**src/rtl/tef_pkg.sv**
```systemverilog
`timescale 1ns / 1ps
// ----------------------------------------------------------------------------
// tef_pkg
// Beat types, symbol codes and the static extension type table shared by the
// extension fingerprinter modules.
// ----------------------------------------------------------------------------
package tef_pkg;

	// symbol kinds
	localparam logic [1:0] KIND_OPEN    = 2'd0;
	localparam logic [1:0] KIND_CLOSE   = 2'd1;
	localparam logic [1:0] KIND_HEX     = 2'd2;
	localparam logic [1:0] KIND_DISCARD = 2'd3;

	// most results one input beat can cause
	localparam int MAX_SYMS = 5;
	localparam int CNT_W    = $clog2(MAX_SYMS + 1);
	localparam int IDX_W    = $clog2(MAX_SYMS);

	// all GREASE types print as this
	localparam logic [15:0] GREASE_OUT = 16'h0a0a;

	localparam int NUM_STATIC = 34;
	localparam logic [15:0] STATIC_TYPES [NUM_STATIC] = '{
		16'd1, 16'd5, 16'd7, 16'd8, 16'd9, 16'd10, 16'd11, 16'd13, 16'd15,
		16'd16, 16'd17, 16'd24, 16'd27, 16'd28, 16'd43, 16'd45, 16'd50,
		16'd2570, 16'd6682, 16'd10794, 16'd14906, 16'd19018, 16'd21760,
		16'd23130, 16'd27242, 16'd31354, 16'd35466, 16'd39578, 16'd43690,
		16'd47802, 16'd51914, 16'd56026, 16'd60138, 16'd64250
	};

	typedef struct packed {
		logic [7:0] data_byte;
		logic       vector_end;
	} in_beat_t;

	typedef struct packed {
		logic [1:0] symbol_kind;
		logic [3:0] hex_digit;
		logic       run_last;
	} out_beat_t;

	typedef struct packed {
		logic [1:0] kind;
		logic [3:0] digit;
	} sym_t;

	// symbols caused by one input beat, slot 0 goes out first
	typedef struct packed {
		logic [CNT_W-1:0]        count;
		sym_t [MAX_SYMS-1:0]     syms;
	} sym_group_t;

	function automatic logic is_static_type(input logic [15:0] t);
		logic hit;
		hit = 1'b0;
		for (int i = 0; i < NUM_STATIC; i++) begin
			if (STATIC_TYPES[i] == t) begin
				hit = 1'b1;
			end
		end
		return hit;
	endfunction

endpackage

```
**src/rtl/tef_parser.sv**
```systemverilog
`timescale 1ns / 1ps
// ----------------------------------------------------------------------------
// tef_parser
// Extension vector parser: per accepted beat, updates the parse state and
// builds the group of symbols that beat causes.
// ----------------------------------------------------------------------------
module tef_parser (
	input  logic                clk,
	input  logic                arst_n,
	input  logic                take,
	input  tef_pkg::in_beat_t   beat,
	output tef_pkg::sym_group_t group
);

	localparam logic [2:0] PH_TYPE_HI = 3'd0;
	localparam logic [2:0] PH_TYPE_LO = 3'd1;
	localparam logic [2:0] PH_LEN_HI  = 3'd2;
	localparam logic [2:0] PH_LEN_LO  = 3'd3;
	localparam logic [2:0] PH_VALUE   = 3'd4;

	logic [2:0]  phase_q, phase_d;
	logic [7:0]  type_hi_q, type_hi_d;
	logic [15:0] left_q, left_d;
	logic        static_q, static_d;

	logic [7:0]  b;
	logic        last;
	logic [15:0] raw_type;
	logic [15:0] shown;
	logic        done;

	assign b        = beat.data_byte;
	assign last     = beat.vector_end;
	assign raw_type = {type_hi_q, b};
	assign shown    = (type_hi_q == b && b[3:0] == 4'ha) ? tef_pkg::GREASE_OUT : raw_type;

	always_comb begin
		phase_d   = phase_q;
		type_hi_d = type_hi_q;
		left_d    = left_q;
		static_d  = static_q;
		done      = 1'b0;
		group     = '0;
		unique case (phase_q)
			PH_TYPE_LO: begin
				if (!last) begin
					static_d = tef_pkg::is_static_type(raw_type);
					group.syms[0] = '{kind: tef_pkg::KIND_OPEN, digit: 4'h0};
					group.syms[1] = '{kind: tef_pkg::KIND_HEX, digit: shown[15:12]};
					group.syms[2] = '{kind: tef_pkg::KIND_HEX, digit: shown[11:8]};
					group.syms[3] = '{kind: tef_pkg::KIND_HEX, digit: shown[7:4]};
					group.syms[4] = '{kind: tef_pkg::KIND_HEX, digit: shown[3:0]};
					group.count   = tef_pkg::CNT_W'(5);
					phase_d       = PH_LEN_HI;
				end
			end
			PH_LEN_HI: begin
				left_d = {b, 8'h00};
				if (last) begin
					group.syms[0] = '{kind: tef_pkg::KIND_DISCARD, digit: 4'h0};
					group.count   = tef_pkg::CNT_W'(1);
				end else begin
					if (static_q) begin
						group.syms[0] = '{kind: tef_pkg::KIND_HEX, digit: b[7:4]};
						group.syms[1] = '{kind: tef_pkg::KIND_HEX, digit: b[3:0]};
						group.count   = tef_pkg::CNT_W'(2);
					end
					phase_d = PH_LEN_LO;
				end
			end
			PH_LEN_LO, PH_VALUE: begin
				left_d = (phase_q == PH_LEN_LO) ? {left_q[15:8], b} : left_q - 16'd1;
				if (left_d == 16'd0) begin
					// extension ends on this byte
					if (static_q) begin
						group.syms[0] = '{kind: tef_pkg::KIND_HEX, digit: b[7:4]};
						group.syms[1] = '{kind: tef_pkg::KIND_HEX, digit: b[3:0]};
						group.syms[2] = '{kind: tef_pkg::KIND_CLOSE, digit: 4'h0};
						group.count   = tef_pkg::CNT_W'(3);
					end else begin
						group.syms[0] = '{kind: tef_pkg::KIND_CLOSE, digit: 4'h0};
						group.count   = tef_pkg::CNT_W'(1);
					end
					done = 1'b1;
				end else if (last) begin
					group.syms[0] = '{kind: tef_pkg::KIND_DISCARD, digit: 4'h0};
					group.count   = tef_pkg::CNT_W'(1);
				end else begin
					if (static_q) begin
						group.syms[0] = '{kind: tef_pkg::KIND_HEX, digit: b[7:4]};
						group.syms[1] = '{kind: tef_pkg::KIND_HEX, digit: b[3:0]};
						group.count   = tef_pkg::CNT_W'(2);
					end
					phase_d = PH_VALUE;
				end
			end
			default: begin
				// type high byte, and unused phase codes
				type_hi_d = b;
				phase_d   = PH_TYPE_LO;
			end
		endcase
		if (done) begin
			phase_d  = PH_TYPE_HI;
			left_d   = 16'd0;
			static_d = 1'b0;
		end
		if (last) begin
			phase_d   = PH_TYPE_HI;
			type_hi_d = 8'h00;
			left_d    = 16'd0;
			static_d  = 1'b0;
		end
	end

	always_ff @(posedge clk or negedge arst_n) begin
		if (!arst_n) begin
			phase_q   <= PH_TYPE_HI;
			type_hi_q <= 8'h00;
			left_q    <= 16'd0;
			static_q  <= 1'b0;
		end else if (take) begin
			phase_q   <= phase_d;
			type_hi_q <= type_hi_d;
			left_q    <= left_d;
			static_q  <= static_d;
		end
	end

endmodule

```
**src/rtl/tef_emitter.sv**
```systemverilog
`timescale 1ns / 1ps
// ----------------------------------------------------------------------------
// tef_emitter
// Holds one beat's symbol group and sends it out one symbol per cycle, while out_ready
// lets it, through an output register; flags the last symbol of each group.
// ----------------------------------------------------------------------------
module tef_emitter (
	input  logic                 clk,
	input  logic                 arst_n,
	input  logic                 load,
	input  tef_pkg::sym_group_t  group,
	output logic                 free,
	output logic                 out_valid,
	input  logic                 out_ready,
	output tef_pkg::out_beat_t   out_data
);

	logic                        grp_valid_q;
	tef_pkg::sym_group_t         grp_q;
	logic [tef_pkg::IDX_W-1:0]   idx_q;
	logic                        out_valid_q;
	tef_pkg::out_beat_t          out_q;

	logic adv;
	logic last_sym;

	assign adv      = grp_valid_q && (!out_valid_q || out_ready);
	assign last_sym = (tef_pkg::CNT_W'(idx_q) + tef_pkg::CNT_W'(1)) == grp_q.count;
	assign free     = !grp_valid_q || (adv && last_sym);

	always_ff @(posedge clk or negedge arst_n) begin
		if (!arst_n) begin
			grp_valid_q <= 1'b0;
			idx_q       <= '0;
			out_valid_q <= 1'b0;
		end else begin
			if (adv) begin
				out_valid_q <= 1'b1;
			end else if (out_ready) begin
				out_valid_q <= 1'b0;
			end
			// empty groups never enter; the caller must load only when the group is free (not enforced here)
			if (load && group.count != '0) begin
				grp_valid_q <= 1'b1;
				idx_q       <= '0;
			end else if (adv) begin
				if (last_sym) begin
					grp_valid_q <= 1'b0;
				end else begin
					idx_q <= idx_q + tef_pkg::IDX_W'(1);
				end
			end
		end
	end

	always_ff @(posedge clk) begin
		if (adv) begin
			out_q.symbol_kind <= grp_q.syms[idx_q].kind;
			out_q.hex_digit   <= grp_q.syms[idx_q].digit;
			out_q.run_last    <= last_sym;
		end
		if (load) begin
			grp_q <= group;
		end
	end

	assign out_valid = out_valid_q;
	assign out_data  = out_q;

endmodule

```
**src/rtl/tls_extension_fingerprinter_unit.sv**
```systemverilog
`timescale 1ns / 1ps
// A beat's group is registered in the group register at its accept edge; its first symbol then moves to the output
// register (out_data) once that register is empty or being taken. Output runs one symbol per cycle while out_ready
// holds; a byte causes 0 to 5 symbols, and a new byte is taken only once the last symbol of the group before moves out.
// Static-type value bytes give two symbols each.
// Reset (arst_n low) returns the parser to the type high byte and empties all beats.
// ----------------------------------------------------------------------------
// tls_extension_fingerprinter_unit
// TLS extension list fingerprinter: turns extension vector bytes into open,
// hex digit, close and discard symbols.
// ----------------------------------------------------------------------------
module tls_extension_fingerprinter_unit (
	input  logic                clk,
	input  logic                arst_n,
	input  logic                in_valid,
	output logic                in_ready,
	input  tef_pkg::in_beat_t   in_data,
	output logic                out_valid,
	input  logic                out_ready,
	output tef_pkg::out_beat_t  out_data
);

	// Input beats are parsed in the cycle they are accepted; parser state
	// advances at that edge and the beat's whole symbol group is registered
	// in the emitter. A new beat is taken whenever the group register is
	// empty or its last symbol moves to the output register this cycle,
	// so bytes that cause no symbol, or one, flow at a beat per cycle while the output is not stalled.

	logic                 take;
	logic                 grp_free;
	tef_pkg::sym_group_t  group;

	assign in_ready = grp_free;
	assign take     = in_valid && in_ready;

	tef_parser u_parser (
		.clk    (clk),
		.arst_n (arst_n),
		.take   (take),
		.beat   (in_data),
		.group  (group)
	);

	// serializer: group register plus output register
	tef_emitter u_emitter (
		.clk       (clk),
		.arst_n    (arst_n),
		.load      (take),
		.group     (group),
		.free      (grp_free),
		.out_valid (out_valid),
		.out_ready (out_ready),
		.out_data  (out_data)
	);

endmodule

```
**config.mk**
```make
export PLATFORM = sky130hd
export DESIGN_NAME = tls_extension_fingerprinter_unit
export DESIGN_NICKNAME = d
export VERILOG_FILES = /design/src/rtl/tef_pkg.sv /design/src/rtl/tef_parser.sv /design/src/rtl/tef_emitter.sv /design/src/rtl/tls_extension_fingerprinter_unit.sv
export SDC_FILE = /design/constraint.sdc
export NUM_CORES = 1
export LEC_CHECK = 0
export BUFFER_PORTS_ARGS = -buffer_cell sky130_fd_sc_hd__buf_2
export CORE_MARGIN = 4
export CORE_UTILIZATION = 38
export DETAILED_ROUTE_END_ITERATION = 10
export GPL_TIMING_DRIVEN = 0
export HOLD_SLACK_MARGIN = 0.15
export SLEW_MARGIN = 0
export SYNTH_ARGS = -nofsm -noshare
export SYNTH_HDL_FRONTEND = slang
export SYNTH_SLANG_ARGS = --single-unit
export TNS_END_PERCENT = 100
```
**constraint.sdc**
```tcl
create_clock -name clk -period 3.7 [get_ports clk]
set_input_delay 0.37 -clock clk [delete_from_list [all_inputs] [get_ports clk]]
set_output_delay 0.37 -clock clk [all_outputs]
set_load 0.03 [all_outputs]
```
After elaboration in Yosys (flattened, before gate mapping)

Index checks and enable logic that the tools add are counted.
Widths: inputs -> output; s select.

$add $sub $neg: 2
$lt $le $gt $ge: 1
Equal/unequal tests: 44
Multiplexer cells: 75
Bitwise operators: 1
Reduce and logical (&&, ||, !) cells: 26

Operators by type and width:

| kind                  | number |
|---|---|
| $eq 16x16->1 const A  | 8 |
| $eq 4x16->1 const A   | 6 |
| $eq 15x16->1 const A  | 5 |
| $eq 5x16->1 const A   | 5 |
| $mux 16               | 4 |
| $eq 6x16->1 const A   | 3 |
| $mux 1                | 44 |
| $pmux 12 s3           | 1 |
| $mux 33               | 1 |
| $eq 14x16->1 const A  | 2 |
| $eq 3x16->1 const A   | 2 |
| $pmux 16 s2           | 1 |
| $mux 12               | 2 |
| $mux 6                | 4 |
| $mux 3                | 7 |
| $bmux 6 s3            | 1 |
| $pmux 3 s3            | 2 |
| $eq 1x16->1 const A   | 1 |
| $eq 12x16->1 const A  | 1 |
| $eq 13x16->1 const A  | 1 |
| $logic_not 16->1      | 1 |
| $mux 8                | 2 |
| $sub 16x1->16 const B | 1 |
| $pmux 6 s2            | 1 |
| 25 further kinds      | 43 |

Flip-flop bits (word level): 73

Longest topological paths before layout

Depth after elaboration: 38
Mapped depth: 10
Mapped depth without buffers: 9

Hierarchy

A second synthesis with hierarchy kept.

Cell total of the unflattened synthesis: 406
Area, all modules: 4229.1 sq um

Modules (own cells, without submodules):

| module                           | times used | cells each | area each (sq um) | seq. area each (sq um) |
|---|---|---|---|---|
| tef_parser                       | 1          | 307        | 2449.8            | 700.7 |
| tef_emitter                      | 1          | 98         | 1773.0            | 1326.3 |
| tls_extension_fingerprinter_unit | 1          | 1          | 6.3               | 0.0 |

Worst setup path before layout

OpenSTA, ideal clock, no wires.

Path kind: flip-flop to flip-flop
Start point: reg u_emitter.idx_q[0] (netlist name)
End point: reg u_parser.left_q[6]
Setup time: 0.066 ns
Arrival time: 3.759 ns
Required time: 3.634 ns
Path slack: -0.125 ns
Stages on the path, launching flop included: 9
Clock period less this slack: 3.825 ns
Path through: dfrtp_1 > ha_1 > xor3_1 > o41ai_1 > nand2_1 > clkinv_1 > nand3b_1 > a2111oi_0 > a221o_1

Cells in the longest elaborated chain, start to end: 6

RTL lines:

| what                              | line                                   | source |
|---|---|---|
| from (decl)                       | tef_emitter.sv:20                      | `logic [tef_pkg::IDX_W-1:0] idx_q;` |
| from (signal assigned)            | tef_emitter.sv:50                      | `idx_q <= idx_q + tef_pkg::IDX_W'(1);` |
| $add 3x1->3                       | tef_emitter.sv:28                      | `assign last_sym = (tef_pkg::CNT_W'(idx_q) + tef_pkg::CNT_W'(1)) == grp_q.count;` |
| $eq 3x3->1                        | tef_emitter.sv:28                      |  |
| $logic_and 1x1->1                 | tef_emitter.sv:29                      | `assign free = !grp_valid_q \|\| (adv && last_sym);` |
| $logic_or 1x1->1                  | tef_emitter.sv:29                      |  |
| net in_ready                      | tls_extension_fingerprinter_unit.sv:16 | `output logic in_ready,` |
| $logic_and 1x1->1                 | tls_extension_fingerprinter_unit.sv:34 | `assign take = in_valid && in_ready;` |
| net take                          | tls_extension_fingerprinter_unit.sv:29 | `logic take;` |
| $reduce_and 2->1 (no source line) | --                                     |  |
| to (signal assigned)              | tef_parser.sv:125                      | `left_q <= left_d;` |
| to (decl)                         | tef_parser.sv:23                       | `logic [15:0] left_q, left_d;` |

The timed path passes the listed nets, and every way through them passes these cells.
A chain may end at the register's enable or synchronous reset.

==> results.tsv <==
metric	value	unit
postSynth.asyncResetShare	47.8	%
finalClockSkew	0.00955	ns
root_buffer	clkbuf_8	
post-route-min-period	3.18	ns
cts_made_buffers	9	
dp_hpwl	6680	um
critPathMaxFanout	10	
die_x	111	um
setup_tns	0	ns
crit_type	flip-flop to flip-flop	
synth_cell_types	61	
cts.clk_slew.worst_paths	0.08	ns
clockBufferDepth	2	
relSlewSlack	42.8	%
synth_edf_count	36	
nets	452	
hold_ws	0.301	ns
io_buffers	17	
arrival	3.29	ns
p_leak	0.00176	uW
worst_slew_pin_slew	0.857	ns
busiest_layer	met2	
syn_to_final_growth	12.6	%
core.rowCount	37	
worstHoldPathType	primary input to flip-flop	
yosys_warnings	0	
layout_common_cells	39 x nor2_1, 36 x edfxtp_1, 33 x dfrtp_1, 31 x nand2_1, 26 x o21ai_0	
met3_usage	4.80	%
final_common_cell	nor2_1	
mappedNetlistNets	422	
start_util	39.0	%
firstDrtPassIters	4	
grt_pass1_wl	15900	um
ir_drop	0.520	mV
status	completed	
drt-vias-per-instance	5.63	
htree_levels	3	
drv_slew	0	
finalSetupViolCount	0	
power_density	899	nW/um^2
drtAntennaViolNets	0	
syn_inst	407	
core-area	10300	um^2
p_total	4050	uW
grt_max_degree	36	
fin_crit_sh	86.1	%
drc	0	
insertion_delay	0.35	ns
syn_area	4010	um^2
dieHeight	111	um
grt_pass1_vias	3176	
clock.fmax	314	MHz
wl	9650	um
use_met2	25.3	%
worstPathRequired	3.80	ns
cts_tree	done	
rsz0062_at_grt	false	
antenna_found_initial	0	
yosysSeqAreaShare	47.6	%
fill_cells	1001	
place_area	4270	um^2
hold_viol_final	0	
dieArea	12300	um^2
stdcell_area	4510	um^2
cp-end-kind	flip-flop	
avgSynthCellArea	9.84	um^2
start_kind	flip-flop	
track_usage	16.1	%
cts.sinks	69	
gp_congestion	0.859	
synth-seq-cells	69	
drtIter0Drc	184	
n_antenna_cell	0	
maxCapViolations	0	
drive_gt1_share	12.7	%
grt-ovfl-total	0	
vias	3257	
synth_ff_type	edfxtp_1	
grt_util_met1	20.6	%
avgRoutedWirePerCell	16.7	um
io_pins	22	
-- cell usage after synthesis, types with 6 or more instances --
library cell / count / area share (%)
nor2_1: 39 / 3.7
edfxtp_1: 36 / 27
dfrtp_1: 33 / 21
nand2_1: 31 / 2.9
o21ai_0: 26 / 3.2
clkbuf_1: 22 / 2.1
and2_1: 20 / 3.1
inv_1: 18 / 1.7
a21oi_1: 16 / 2.0
nor3_1: 15 / 1.9
a22o_1: 12 / 2.6
nand3_1: 9 / 1.1
nor4_1: 8 / 1.2
xnor2_1: 8 / 1.7
nand2b_1: 7 / 1.1
nand4_1: 7 / 1.1
or4_1: 6 / 1.1
-- logic make-up (layout without fill, tap and decap cells) --
kind of cell / after synthesis / count (layout) / synth area share (%)
and+or+nand+nor: 169 / 169 / 23.1
AOI/OAI and AO/OA: 97 / 97 / 16.6
DFF: 69 / 69 / 47.6
buffers and inverters: 47 / 82 / 4.72
xor gates and xnor gates: 13 / 13 / 3.22
muxes: 10 / 10 / 4.09
adders and majority gates: 2 / 2 / 0.625
-- where the power goes --
part           leakage [uW]  total [uW]  switching, uW  internal [uW]
Combinational      0.000871        2030           1280            750
Sequential         0.000790        1340            186           1150
Clock              0.000102         684            305            380
Total               0.00176        4050           1770           2280
-- timing repair --
action	CTS	global route
hold endpoints to repair	15	0
setup endpoints to repair	0	12
hold buffers	1	0
resized for setup	0	2
buffers inserted	0	0
-- metal layers --
metal | wire length [um] | part of all wire (%)
met5 | 0 | 0
met4 | 297 | 3.1
met3 | 465 | 4.8
met2 | 4660 | 48
met1 | 4230 | 44
-- final cells by class --
cell class / instances / area [um^2] / share of cell area [%]
flip-flops and latches: 69 / 1910 / 42.3
clock buffers: 10 / 128 / 2.83
inverters: 20 / 78.8 / 1.75
clock inverters: 6 / 88.8 / 1.97
well taps: 136 / 170 / 3.77
multi-input cells: 291 / 1920 / 42.6
repair inverters: 1 / 5.00 / 0.111
plain buffers: 27 / 114 / 2.52
repair buffers: 18 / 95.1 / 2.11
-- registers in the layout, indices dropped and copies added, names as in the netlist --
register               count
u_parser.phase_q           3
u_emitter.out_valid        1
u_emitter.grp_valid_q      1
u_emitter.grp_q           29
u_emitter.idx_q            3
u_parser.left_q           16
u_parser.static_q          1
u_parser.type_hi_q         8
u_emitter.out_data         7
-- critical path, stage by stage, from the launching register on --
cell and delay, ns:
dfrtp_1 0.45, inv_1 0.09, ha_1 0.22, nor3b_2 0.45
nand4_1 0.26, or3_1 0.43, and2_1 0.22, and4_1 0.20
a31o_1 0.23, buf_2 0.18, a22o_1 0.20
-- through the flow --
step                      std cells  utilization (%)  worst slack, ns
after floorplan                 407                -            0.403
after global placement          560             41.5           0.0729
after detailed placement        560             41.5           0.0402
after CTS                       577             43.7           0.0359
after global routing            578             43.9            0.111
final                           578             43.9            0.516
-- final timing paths --
check                                                  start                           endpoint  slack, ns  cells past startpoint
setup reg to reg              u_parser.left_q[0]$_DFFE_PN0P_       u_emitter.grp_q[8]$_DFFE_PP_       0.52                     10
setup / recovery              u_parser.left_q[0]$_DFFE_PN0P_       u_emitter.grp_q[8]$_DFFE_PP_       0.52                     10
min in group asynchronous                             arst_n     u_emitter.idx_q[2]$_DFFE_PN0P_       0.65                      2
hold / removal                                     out_ready    u_emitter.out_valid$_DFFE_PN0P_       0.30                      3
hold reg to reg            u_emitter.grp_valid_q$_DFFE_PN0P_    u_emitter.out_valid$_DFFE_PN0P_       0.50                      1
max in group asynchronous                             arst_n  u_emitter.grp_valid_q$_DFFE_PN0P_       2.49                      2
Note: power is estimated with default switching activity, not from simulation.
